`config.mk`:
```
export PLATFORM = sky130hd
export DESIGN_NAME = variable_width_id_packer_unit
export DESIGN_NICKNAME = d
export VERILOG_FILES = /design/src/rtl/core/vwip_pkg.sv /design/src/rtl/core/vwip_pack.sv /design/src/rtl/core/variable_width_id_packer_unit.sv
export SDC_FILE = /design/constraint.sdc
export NUM_CORES = 1
export LEC_CHECK = 0
export BUFFER_PORTS_ARGS = -buffer_cell sky130_fd_sc_hd__buf_4
export CAP_MARGIN = 15
export CORE_MARGIN = 10
export CORE_UTILIZATION = 40
export DETAILED_ROUTE_END_ITERATION = 8
export GPL_ROUTABILITY_DRIVEN = 1
export PLACE_DENSITY = 0.64
export SYNTH_ARGS = -nofsm -noshare
export SYNTH_HDL_FRONTEND = slang
export SYNTH_HIERARCHICAL = 1
export SYNTH_SLANG_ARGS = --single-unit
```
`constraint.sdc`:
```
create_clock -name clk -period 15.05 [get_ports clk]
set_input_delay 0.7525 -clock clk [delete_from_list [all_inputs] [get_ports clk]]
set_output_delay 0.7525 -clock clk [all_outputs]
set_load 0.01 [all_outputs]
```
`src/rtl/core/vwip_pkg.sv`:
```
package vwip_pkg;

  localparam int WORD_BITS = 64;
  localparam int ID_BITS   = 32;
  localparam int CFG_BITS  = 6;
  localparam int CNT_BITS  = $clog2(WORD_BITS);

  localparam logic [CFG_BITS-1:0] BPI_RESET = CFG_BITS'(ID_BITS);
  localparam logic [CFG_BITS-1:0] BPI_MIN   = CFG_BITS'(1);

  // Word being filled and its number of valid bits
  typedef struct packed {
    logic [WORD_BITS-1:0] pending;
    logic [CNT_BITS-1:0]  fill;
  } pack_state_t;

  // Per-step control out of the packing datapath
  typedef struct packed {
    logic emit;
    logic word_last;
    logic done;
  } pack_ctl_t;

  // Clamp the configured width into 1..ID_BITS
  function automatic logic [CFG_BITS-1:0] eff_width(input logic [CFG_BITS-1:0] bpi);
    logic [CFG_BITS-1:0] w;
    w = bpi;
    if (w == '0) begin
      w = BPI_MIN;
    end else if (w > CFG_BITS'(ID_BITS)) begin
      w = CFG_BITS'(ID_BITS);
    end
    return w;
  endfunction

endpackage

```
`src/rtl/core/vwip_pack.sv`:
```
module vwip_pack (
  input  vwip_pkg::pack_state_t               state_cur,
  input  logic [vwip_pkg::ID_BITS-1:0]        id_raw,
  input  logic                                id_last,
  input  logic                                flush_phase,
  input  logic [vwip_pkg::CFG_BITS-1:0]       width,
  output vwip_pkg::pack_state_t               state_nxt,
  output logic [vwip_pkg::WORD_BITS-1:0]      word,
  output vwip_pkg::pack_ctl_t                 ctl
);
  import vwip_pkg::*;

  logic [ID_BITS-1:0]   id_mask;
  logic [ID_BITS-1:0]   id_val;
  logic [WORD_BITS-1:0] merged;
  logic [CNT_BITS:0]    total;
  logic [CNT_BITS-1:0]  rem;
  logic [CFG_BITS-1:0]  carry_shift;
  logic [ID_BITS-1:0]   carry_bits;

  // Mask the id to the width, append it above the pending bits
  assign id_mask     = {ID_BITS{1'b1}} >> (CFG_BITS'(ID_BITS) - width);
  assign id_val      = id_raw & id_mask;
  assign merged      = state_cur.pending |
                       (WORD_BITS'(id_val) << state_cur.fill);
  assign total       = {1'b0, state_cur.fill} + (CNT_BITS + 1)'(width);
  assign rem         = total[CNT_BITS-1:0];
  assign carry_shift = width - CFG_BITS'(rem);
  assign carry_bits  = id_val >> carry_shift;

  always_comb begin
    state_nxt     = state_cur;
    word          = merged;
    ctl.emit      = 1'b0;
    ctl.word_last = 1'b0;
    ctl.done      = 1'b1;
    if (flush_phase) begin
      // Second word of a straddling chunk end: pending remainder, padded
      word              = state_cur.pending;
      ctl.emit          = 1'b1;
      ctl.word_last     = 1'b1;
      state_nxt.pending = '0;
      state_nxt.fill    = '0;
    end else if (total[CNT_BITS]) begin
      // Word filled: emit it, keep the spilled high bits of the id
      ctl.emit          = 1'b1;
      ctl.word_last     = id_last && (rem == '0);
      state_nxt.pending = (rem != '0) ? WORD_BITS'(carry_bits) : '0;
      state_nxt.fill    = rem;
      ctl.done          = !(id_last && (rem != '0));
    end else if (id_last) begin
      // Chunk end inside the word: flush it padded with zeros
      ctl.emit          = 1'b1;
      ctl.word_last     = 1'b1;
      state_nxt.pending = '0;
      state_nxt.fill    = '0;
    end else begin
      state_nxt.pending = merged;
      state_nxt.fill    = rem;
    end
  end

endmodule

```
`src/rtl/core/variable_width_id_packer_unit.sv`:
```
// A word reaches out_* through the input stage (s1) and then the output register.
// Throughput: one id per cycle unless the output stalls; a chunk-end id that spills
//   past a word boundary holds the input stage for an extra flush step, since the single
//   output register takes one word per cycle.
// Reset (rst_n low, synchronous): pipeline and output emptied, no bits pending,
//   bits_per_id back to 32.
module variable_width_id_packer_unit (
  input  logic                                clk,
  input  logic                                rst_n,
  // configuration write: bits_per_id
  input  logic                                cfg_valid,
  output logic                                cfg_ready,
  input  logic [vwip_pkg::CFG_BITS-1:0]       cfg_data,
  // input stream
  input  logic                                in_tvalid,
  output logic                                in_tready,
  input  logic [vwip_pkg::ID_BITS-1:0]        in_tdata,   // [31:0] id_value
  input  logic                                in_tlast,   // chunk_end
  // output stream
  output logic                                out_tvalid,
  input  logic                                out_tready,
  output logic [vwip_pkg::WORD_BITS-1:0]      out_tdata,  // [63:0] packed_word
  output logic                                out_tlast   // word_last
);
  import vwip_pkg::*;

  logic [CFG_BITS-1:0]  bpi_r;
  logic [CFG_BITS-1:0]  width;

  logic                 s1_valid_r;
  logic                 s1_valid_nxt;
  logic [ID_BITS-1:0]   s1_id_r;
  logic                 s1_last_r;
  logic                 s1_flush_r;
  logic                 s1_flush_nxt;

  pack_state_t          state_r;
  pack_state_t          state_nxt;
  pack_ctl_t            ctl;
  logic [WORD_BITS-1:0] word;

  logic                 out_valid_r;
  logic                 out_valid_nxt;
  logic [WORD_BITS-1:0] out_word_r;
  logic                 out_last_r;

  logic                 out_free;
  logic                 fire;
  logic                 in_xfer;

  // Configuration register, always ready
  assign cfg_ready = 1'b1;
  assign width     = eff_width(bpi_r);

  always_ff @(posedge clk) begin
    if (!rst_n) begin
      bpi_r <= BPI_RESET;
    end else if (cfg_valid) begin
      bpi_r <= cfg_data;
    end
  end

  // Packing datapath
  vwip_pack u_pack (
    .state_cur   (state_r),
    .id_raw      (s1_id_r),
    .id_last     (s1_last_r),
    .flush_phase (s1_flush_r),
    .width       (width),
    .state_nxt   (state_nxt),
    .word        (word),
    .ctl         (ctl)
  );

  // Step control: a step that emits needs the output register free
  assign out_free  = !out_valid_r || out_tready;
  assign fire      = s1_valid_r && (!ctl.emit || out_free);
  assign in_tready = !s1_valid_r || (fire && ctl.done);
  assign in_xfer   = in_tvalid && in_tready;

  always_comb begin
    s1_valid_nxt = s1_valid_r;
    s1_flush_nxt = s1_flush_r;
    if (fire) begin
      s1_valid_nxt = !ctl.done;
      s1_flush_nxt = !ctl.done;
    end
    if (in_xfer) begin
      s1_valid_nxt = 1'b1;
      s1_flush_nxt = 1'b0;
    end
  end

  // Input stage and packing state
  always_ff @(posedge clk) begin
    if (!rst_n) begin
      s1_valid_r <= 1'b0;
      s1_flush_r <= 1'b0;
      state_r    <= '0;
    end else begin
      s1_valid_r <= s1_valid_nxt;
      s1_flush_r <= s1_flush_nxt;
      if (fire) begin
        state_r <= state_nxt;
      end
    end
  end

  always_ff @(posedge clk) begin
    if (in_xfer) begin
      s1_id_r   <= in_tdata;
      s1_last_r <= in_tlast;
    end
  end

  // Output register: load on an emitting step, drop after a transfer
  always_comb begin
    out_valid_nxt = out_valid_r;
    if (out_free) begin
      out_valid_nxt = fire && ctl.emit;
    end
  end

  always_ff @(posedge clk) begin
    if (!rst_n) begin
      out_valid_r <= 1'b0;
    end else begin
      out_valid_r <= out_valid_nxt;
    end
  end

  always_ff @(posedge clk) begin
    if (fire && ctl.emit) begin
      out_word_r <= word;
      out_last_r <= ctl.word_last;
    end
  end

  assign out_tvalid = out_valid_r;
  assign out_tdata  = out_word_r;
  assign out_tlast  = out_last_r;

`ifndef SYNTHESIS
  // Bits at and above the fill count stay zero
  a_pending_clean: assert property (@(posedge clk) disable iff (!rst_n)
    (state_r.pending >> state_r.fill) == '0)
    else $error("pending bits above fill count");

  // The flush phase only exists for a held chunk-end item
  a_flush_held: assert property (@(posedge clk) disable iff (!rst_n)
    s1_flush_r |-> (s1_valid_r && s1_last_r))
    else $error("flush phase without chunk-end item");

  // A finished chunk-end item leaves nothing pending
  a_chunk_clear: assert property (@(posedge clk) disable iff (!rst_n)
    (fire && ctl.done && s1_last_r) |=> (state_r.fill == '0 && state_r.pending == '0))
    else $error("state not cleared after chunk end");

  // An emitting step always lands in the output register
  a_emit_loaded: assert property (@(posedge clk) disable iff (!rst_n)
    (fire && ctl.emit) |=> out_valid_r)
    else $error("emitted word lost");
`endif

endmodule
```
==> results of run 1 <==
-- cell usage after synthesis (17+ instances only) --
library cell | number | area, sq um
nand2_1 | 249 | 935
nor2_1 | 122 | 458
clkbuf_1 | 108 | 405
mux2i_1 | 106 | 1060
edfxtp_1 | 98 | 2940
a21oi_1 | 89 | 445
o21ai_0 | 88 | 440
dfxtp_1 | 79 | 1580
nand3_1 | 49 | 245
a21o_1 | 40 | 300
o211ai_1 | 39 | 293
inv_1 | 37 | 139
nor3_1 | 32 | 160
a31oi_1 | 29 | 181
a211oi_1 | 24 | 180
mux2_2 | 23 | 259
a22oi_1 | 20 | 150
nor2b_1 | 20 | 125
nand4_1 | 19 | 119
and2_1 | 18 | 113
and3_1 | 18 | 113
o21a_1 | 18 | 135
o221ai_1 | 18 | 158
buf_2 | 17 | 85.1
nand2b_1 | 17 | 106
o31ai_1 | 17 | 128
-- metrics by stage --
step / cell area (sq um) / utilization / cells / setup slack (ps) / power [uW]
final: 16300 / 0.456 / 2248 / 9140 / 1500
after global routing: 16300 / 0.456 / 2248 / 8770 / 1550
after CTS: 16300 / 0.456 / 2248 / 9260 / 1490
after detailed placement: 15700 / 0.439 / 2216 / 9300 / 1020
after global placement: 15700 / 0.438 / 2215 / 9390 / 1020
after floorplan: 14600 / - / 1743 / 10250 / 857
-- final cells by class --
class                           count  area, sq um  area share
Clock inverter                     15          179      0.0110
Timing Repair Buffer              157         1180      0.0722
Clock buffer                       17          425      0.0261
Sequential cell                   177         4530       0.278
Inverter                           39          146     0.00899
Tap cell                          461          577      0.0354
Multi-Input combinational cell   1382         9250       0.568
-- cells by family after synthesis --
group	after synthesis
buffers and inverters	184
muxes	144
AOI/OAI and AO/OA	588
adders and majority gates	17
xor gates and xnor gates	14
other	1
DFF	177
and+or+nand+nor	618
-- cell usage in the layout (no fill, tap or decap), types with 19 or more instances in the layout --
cell      Yosys  layout
a211oi_1     24      24
a21o_1       40      40
a21oi_1      89      89
a22oi_1      20      20
a31oi_1      29      29
buf_4         1     156
dfxtp_1      79      77
edfxtp_1     98      98
inv_1        37      37
mux2_2       23      23
mux2i_1     106     106
nand2_1     249     249
nand3_1      49      49
nand4_1      19      19
nor2_1      122     121
nor3_1       32      31
o211ai_1     39      39
o21ai_0      88      88
-- registers in the layout, summed over array words and instances, names as in the netlist --
signal,cells
s1_last_r,1
bpi_r,6
out_tlast,1
s1_flush_r,1
out_tdata,64
s1_valid_r,1
state_r,70
out_tvalid,1
s1_id_r,32
-- metal layers --
| metal | up-vias | GRT usage |
|---|---|---|
| met4 | 0 | 0.135 |
| met2 | 915 | 0.402 |
| met3 | 155 | 0.0513 |
| met5 | - | 0 |
| met1 | 7260 | 0.354 |
| li1 | 6730 | - |
-- worst max-delay path by stage --
stage / start / endpoint / slack [ps] / depth (start not counted)
after global routing: bpi_r[5]$_SDFFE_PN1P_ / state_r[12]$_SDFFE_PN0N_ / 8770 / 19
final: bpi_r[5]$_SDFFE_PN1P_ / state_r[12]$_SDFFE_PN0N_ / 9140 / 19
after detailed placement: bpi_r[5]$_SDFFE_PN1P_ / state_r[12]$_SDFFE_PN0N_ / 9300 / 19
after floorplan: bpi_r[1]$_SDFFE_PN0P_ / s1_id_r[0]$_DFFE_PP_ / 10250 / 16
after CTS: bpi_r[5]$_SDFFE_PN1P_ / state_r[12]$_SDFFE_PN0N_ / 9260 / 19
after global placement: bpi_r[5]$_SDFFE_PN1P_ / state_r[12]$_SDFFE_PN0N_ / 9390 / 19
-- power groups by stage --
| stage | Combinational [uW] | Sequential (uW) | Clock [uW] |
|---|---|---|---|
| after floorplan | 299 | 558 | 0 |
| after global placement | 462 | 559 | 0 |
| after detailed placement | 463 | 560 | 0 |
| after CTS | 465 | 549 | 477 |
| after global routing | 504 | 551 | 496 |
| final | 482 | 549 | 469 |
-- worst max-delay path, delay by kind of cell (launching register included) --
kind / cells / cell delay (ps)
compound gates: 8 / 2070
xor+xnor: 1 / 170
fa+ha+maj: 3 / 1050
buf+inv: 3 / 550
flops: 1 / 850
mux: 1 / 150
simple gates: 3 / 990
==> results_dict.tcl, run 1 <==
set metrics [dict create \
    synth_edf_count 98 \
    grt_pass1_vias 13900 \
    reg2reg_depth 19 \
    slowest_delay_ps 850 \
    finalNetCount 1835 \
    startpoint_type "register" \
    internal_power_uw 923 \
    grt_pass1_wl_mm 90.4 \
    drc 0 \
    grt_overflow_total 0 \
    syn_nets 1804 \
    critPathKind "reg -> reg" \
    ys_warn_count 6 \
    cp_data_required_time_ps 15460 \
    seq_power_share 0.366 \
    cts_buffers 17 \
    leakagePower_uw 0.00617 \
    synthFlopType "edfxtp_1" \
    rows 69 \
    cts_root_buffer "clkbuf_16" \
    yosysUniqueCellTypes 90 \
    routed_wl_mm 60.8 \
    holdWs_ps 449 \
    r2r_slack_ps 9140 \
    route.met3.wl_mm 5.45 \
    clk_latency_ps 470 \
    synth_compound_gate_area_share 0.292 \
    antenna_found_initial 0 \
    drive_gt1_frac 0.155 \
    worst_slew_pin_slew_ps 1280 \
    synth-adder-area-share 0.0156 \
    finClkSkew_ps 14.3 \
    ctsHoldBuffers 0 \
    min_to "s1_id_r[14]$_DFFE_PP_" \
    yosys.area_share.simple 0.201 \
    area_delta_synth_final_pct 11.6 \
    status "finished, final reports clean" \
    worst_path_max_delay_cell "dfxtp_1" \
    vias 15100 \
    detail-route-antenna-nets 0 \
    fmax_ghz 0.169 \
    hold_start "in_tdata[14]" \
    grt_max_degree 100 \
    dieHeight_um 211 \
    ys_async_sr_fraction 0 \
    clk_pin_slew_ps 90 \
    hold_class "in -> reg" \
    rr_startpoint "bpi_r[5]$_SDFFE_PN1P_" \
    synthXorXnorAreaFrac 0.00841 \
    top_layer "met4" \
    postCtsSetupBuffers 0 \
    final.min_clock_period_ps 5910 \
    dieArea_sq_mm 0.0445 \
    synth_seq_area_share 0.310 \
    hpwlAfterDp_mm 44.9 \
    grt.total_usage 0.265 \
    crit_chain "nor2_1 -> buf_4 -> ha_1 -> fa_1 -> a21o_1 -> a21oi_1 -> xnor2_1 -> ha_1 -> inv_1 -> a2111oi_0 -> a211oi_1 -> a311oi_1 -> o2111ai_1 -> buf_4 -> nor2_1 -> a32oi_1 -> o211ai_1 -> nand2_1 -> mux2i_1" \
    ys_ff_latch 177 \
    power_frac_comb 0.321 \
    wl_per_cell_um 27.0 \
    p_per_area_mw_per_mm2 92.2 \
    h-tree-depth 4 \
    p_switching_uw 578 \
    avgViaCountPerCell 6.70 \
    cap_viol_max_count 0 \
    syn_area_per_cell_sq_um 8.37 \
    rr_endpoint "state_r[12]$_SDFFE_PN0N_" \
    rsz0062_at_grt "no" \
    cts_tree "yes" \
    antenna_cells 0 \
    post_synth_inst_count 1743 \
    synth_top_family_by_area "compound AO/OA/AOI/OAI gates" \
    dr_wl_met2_mm 26.5 \
    maxSlewViolCount 0 \
    switching_share 0.385 \
    die_x_um 211 \
    initial_core_util 0.408 \
    io_buffers 110 \
    finalHoldViolCount 0 \
    wl_met1_mm 25.6 \
    synthesis.area_sq_mm 0.0146 \
    clock-sinks 177 \
    max-vdd-ir-drop_mv 0.0911 \
    finalSetupViolCount 0 \
    crit_fanout 22 \
    arrival_ps 6320 \
    gp_congestion 1.03 \
    max-slew-margin-rel 0.142 \
    drt-pass1-iter-count 8 \
    ioPinCount 112 \
    drt_iter0_drc 2282 \
    muxShareOfSynthArea 0.114 \
    min_period_over_period 0.393 \
    end_kind "register" \
    tns_ps 0 \
    cts_resized 0 \
    clk_path_buf_depth 2 \
    hold_path_depth 1 \
    nFillCells 3573 \
    clkPwrFrac 0.313 \
    coreArea_sq_mm 0.0357 \
]
No activity file was read; power rests on OpenSTA's default activity.
==> inputs of run 2 (changes only) <==
Clock period 15.05 ns to 5.8 ns, I/O delays scaled along.
==> results_dict.tcl, run 2 (same netlist as run 1, synthesis figures left out) <==
set metrics [dict create \
    status "finished, final reports clean" \
    largest_reg_flops 70 \
    dieHeight_um 211 \
    crit_chain "nor4_1 -> nor2_1 -> nor2_1 -> buf_4 -> inv_1 -> ha_1 -> buf_4 -> or2_2 -> nor4_1 -> o31ai_1 -> or2_2 -> a222oi_1 -> o21ai_0 -> a211oi_1 -> buf_4 -> o21ai_0 -> nand2_1 -> mux2i_1" \
    tns_ps 0 \
    end_kind "register" \
    largest_register "state_r" \
    hold_class "in -> reg" \
    startpoint_type "register" \
    clk_path_buf_depth 2 \
    grt.total_usage 0.274 \
    max-vdd-ir-drop_mv 0.227 \
    mostFrequentLayoutCell "nand2_1" \
    drt_iter0_drc 2017 \
    dp.cells 2232 \
    final.min_clock_period_ps 5220 \
    rsz0062_at_grt "no" \
    clkPwrFrac 0.303 \
    critPathKind "reg -> reg" \
    dieArea_sq_mm 0.0445 \
    routed_wl_mm 62.3 \
    path_buf_inv 4 \
    finalHoldViolCount 0 \
    gp_congestion 1.02 \
    power_frac_comb 0.332 \
    coreArea_sq_mm 0.0357 \
    seq_power_share 0.365 \
    finalNetCount 1885 \
    vias 15200 \
    worst_path_max_delay_cell "a211oi_1" \
    drt-pass1-iter-count 6 \
    finalPower_uw 3900 \
    clock-sinks 177 \
    antenna_found_initial 0 \
    io_buffers 110 \
    ioPinCount 112 \
    rows 69 \
    grt_overflow_total 0 \
    final_cell_mix "nand2_1, buf_4, nor2_1" \
    internal_power_uw 2410 \
    holdWs_ps 29.9 \
    antenna_cells 0 \
    crit_family "compound AO/OA/AOI/OAI gates" \
    cts_tree "yes" \
    area_delta_synth_final_pct 14.7 \
    h-tree-depth 4 \
    cts_buffers 17 \
    fmax_ghz 0.191 \
    crit_fanout 20 \
    avgViaCountPerCell 6.63 \
    cp_data_required_time_ps 6140 \
    fin_util 0.468 \
    cts_root_buffer "clkbuf_16" \
    initial_core_util 0.408 \
    r2r_slack_ps 580 \
    finClkSkew_ps 20.4 \
    cpMostUsedCell "buf_4" \
    p_per_area_mw_per_mm2 233 \
    slowest_delay_ps 750 \
    grt_pass1_wl_mm 93.1 \
    maxSlewViolCount 0 \
    drive_gt1_frac 0.159 \
    finalSetupViolCount 0 \
    clk_pin_slew_ps 90 \
    ctsHoldBuffers 33 \
    worst_slew_pin_slew_ps 1180 \
    cts_resized 0 \
    arrival_ps 5560 \
    grt_max_degree 84 \
    max-slew-margin-rel 0.207 \
    drc 0 \
    die_x_um 211 \
    wl_per_cell_um 27.1 \
    min_period_over_period 0.901 \
    hpwlAfterDp_mm 46.3 \
    fin_cells 2298 \
    p_switching_uw 1480 \
    postCtsSetupBuffers 0 \
    switching_share 0.381 \
    detail-route-antenna-nets 0 \
    cap_viol_max_count 0 \
    leakagePower_uw 0.00638 \
    clk_latency_ps 480 \
    grt_pass1_vias 14200 \
]
## run 2: cell types whose count changed in the layout (fill, tap and decap cells not counted), sizes merged
cell	change
buf	+16
inv	+1
clkbuf	+2
clkinv	-2
dlygate4sd3	+33
## run 2: worst paths after layout
check	from	to	depth (start not counted)
setup / recovery	bpi_r[1]$_SDFFE_PN0P_	state_r[33]$_SDFFE_PN0N_	18
hold / removal	in_tvalid	s1_valid_r$_SDFFE_PN0P_	2
setup reg to reg	bpi_r[1]$_SDFFE_PN0P_	state_r[33]$_SDFFE_PN0N_	18
hold reg to reg	state_r[49]$_SDFFE_PN0N_	state_r[49]$_SDFFE_PN0N_	2
## run 2: final cells by class
class | instances | area [sq um]
timing repair buffer | 207 | 1660
fill | 3543 | 19000
tap | 461 | 577
sequential | 177 | 4530
clock buffer | 18 | 429
inverter | 39 | 146
multi-input combinational | 1382 | 9250
clock inverter | 14 | 139
## run 2: layer usage
layer,global-route usage,vias to the layer above,share of wire
met5,0,-,0
met4,0.127,0,0.046
met3,0.0448,144,0.086
met2,0.428,901,0.45
met1,0.364,7379,0.42
li1,-,6823,-
## run 2: power by group through the flow
stage | registers, uW | logic (uW) | clock network (uW)
5_1_grt | 1430 | 1360 | 1240
6_report | 1420 | 1290 | 1180
4_1_cts | 1420 | 1250 | 1190
2_1_floorplan | 1450 | 775 | 0
3_5_place_dp | 1450 | 1230 | 0
3_3_place_gp | 1450 | 1230 | 0
## run 2: through the flow
step | setup slack [ps] | cell area, sq um
floorplan | 1000 | 14600
global placement | 727 | 15800
detailed placement | 725 | 15800
CTS | 698 | 16700
global route | 151 | 16700
finish | 575 | 16700
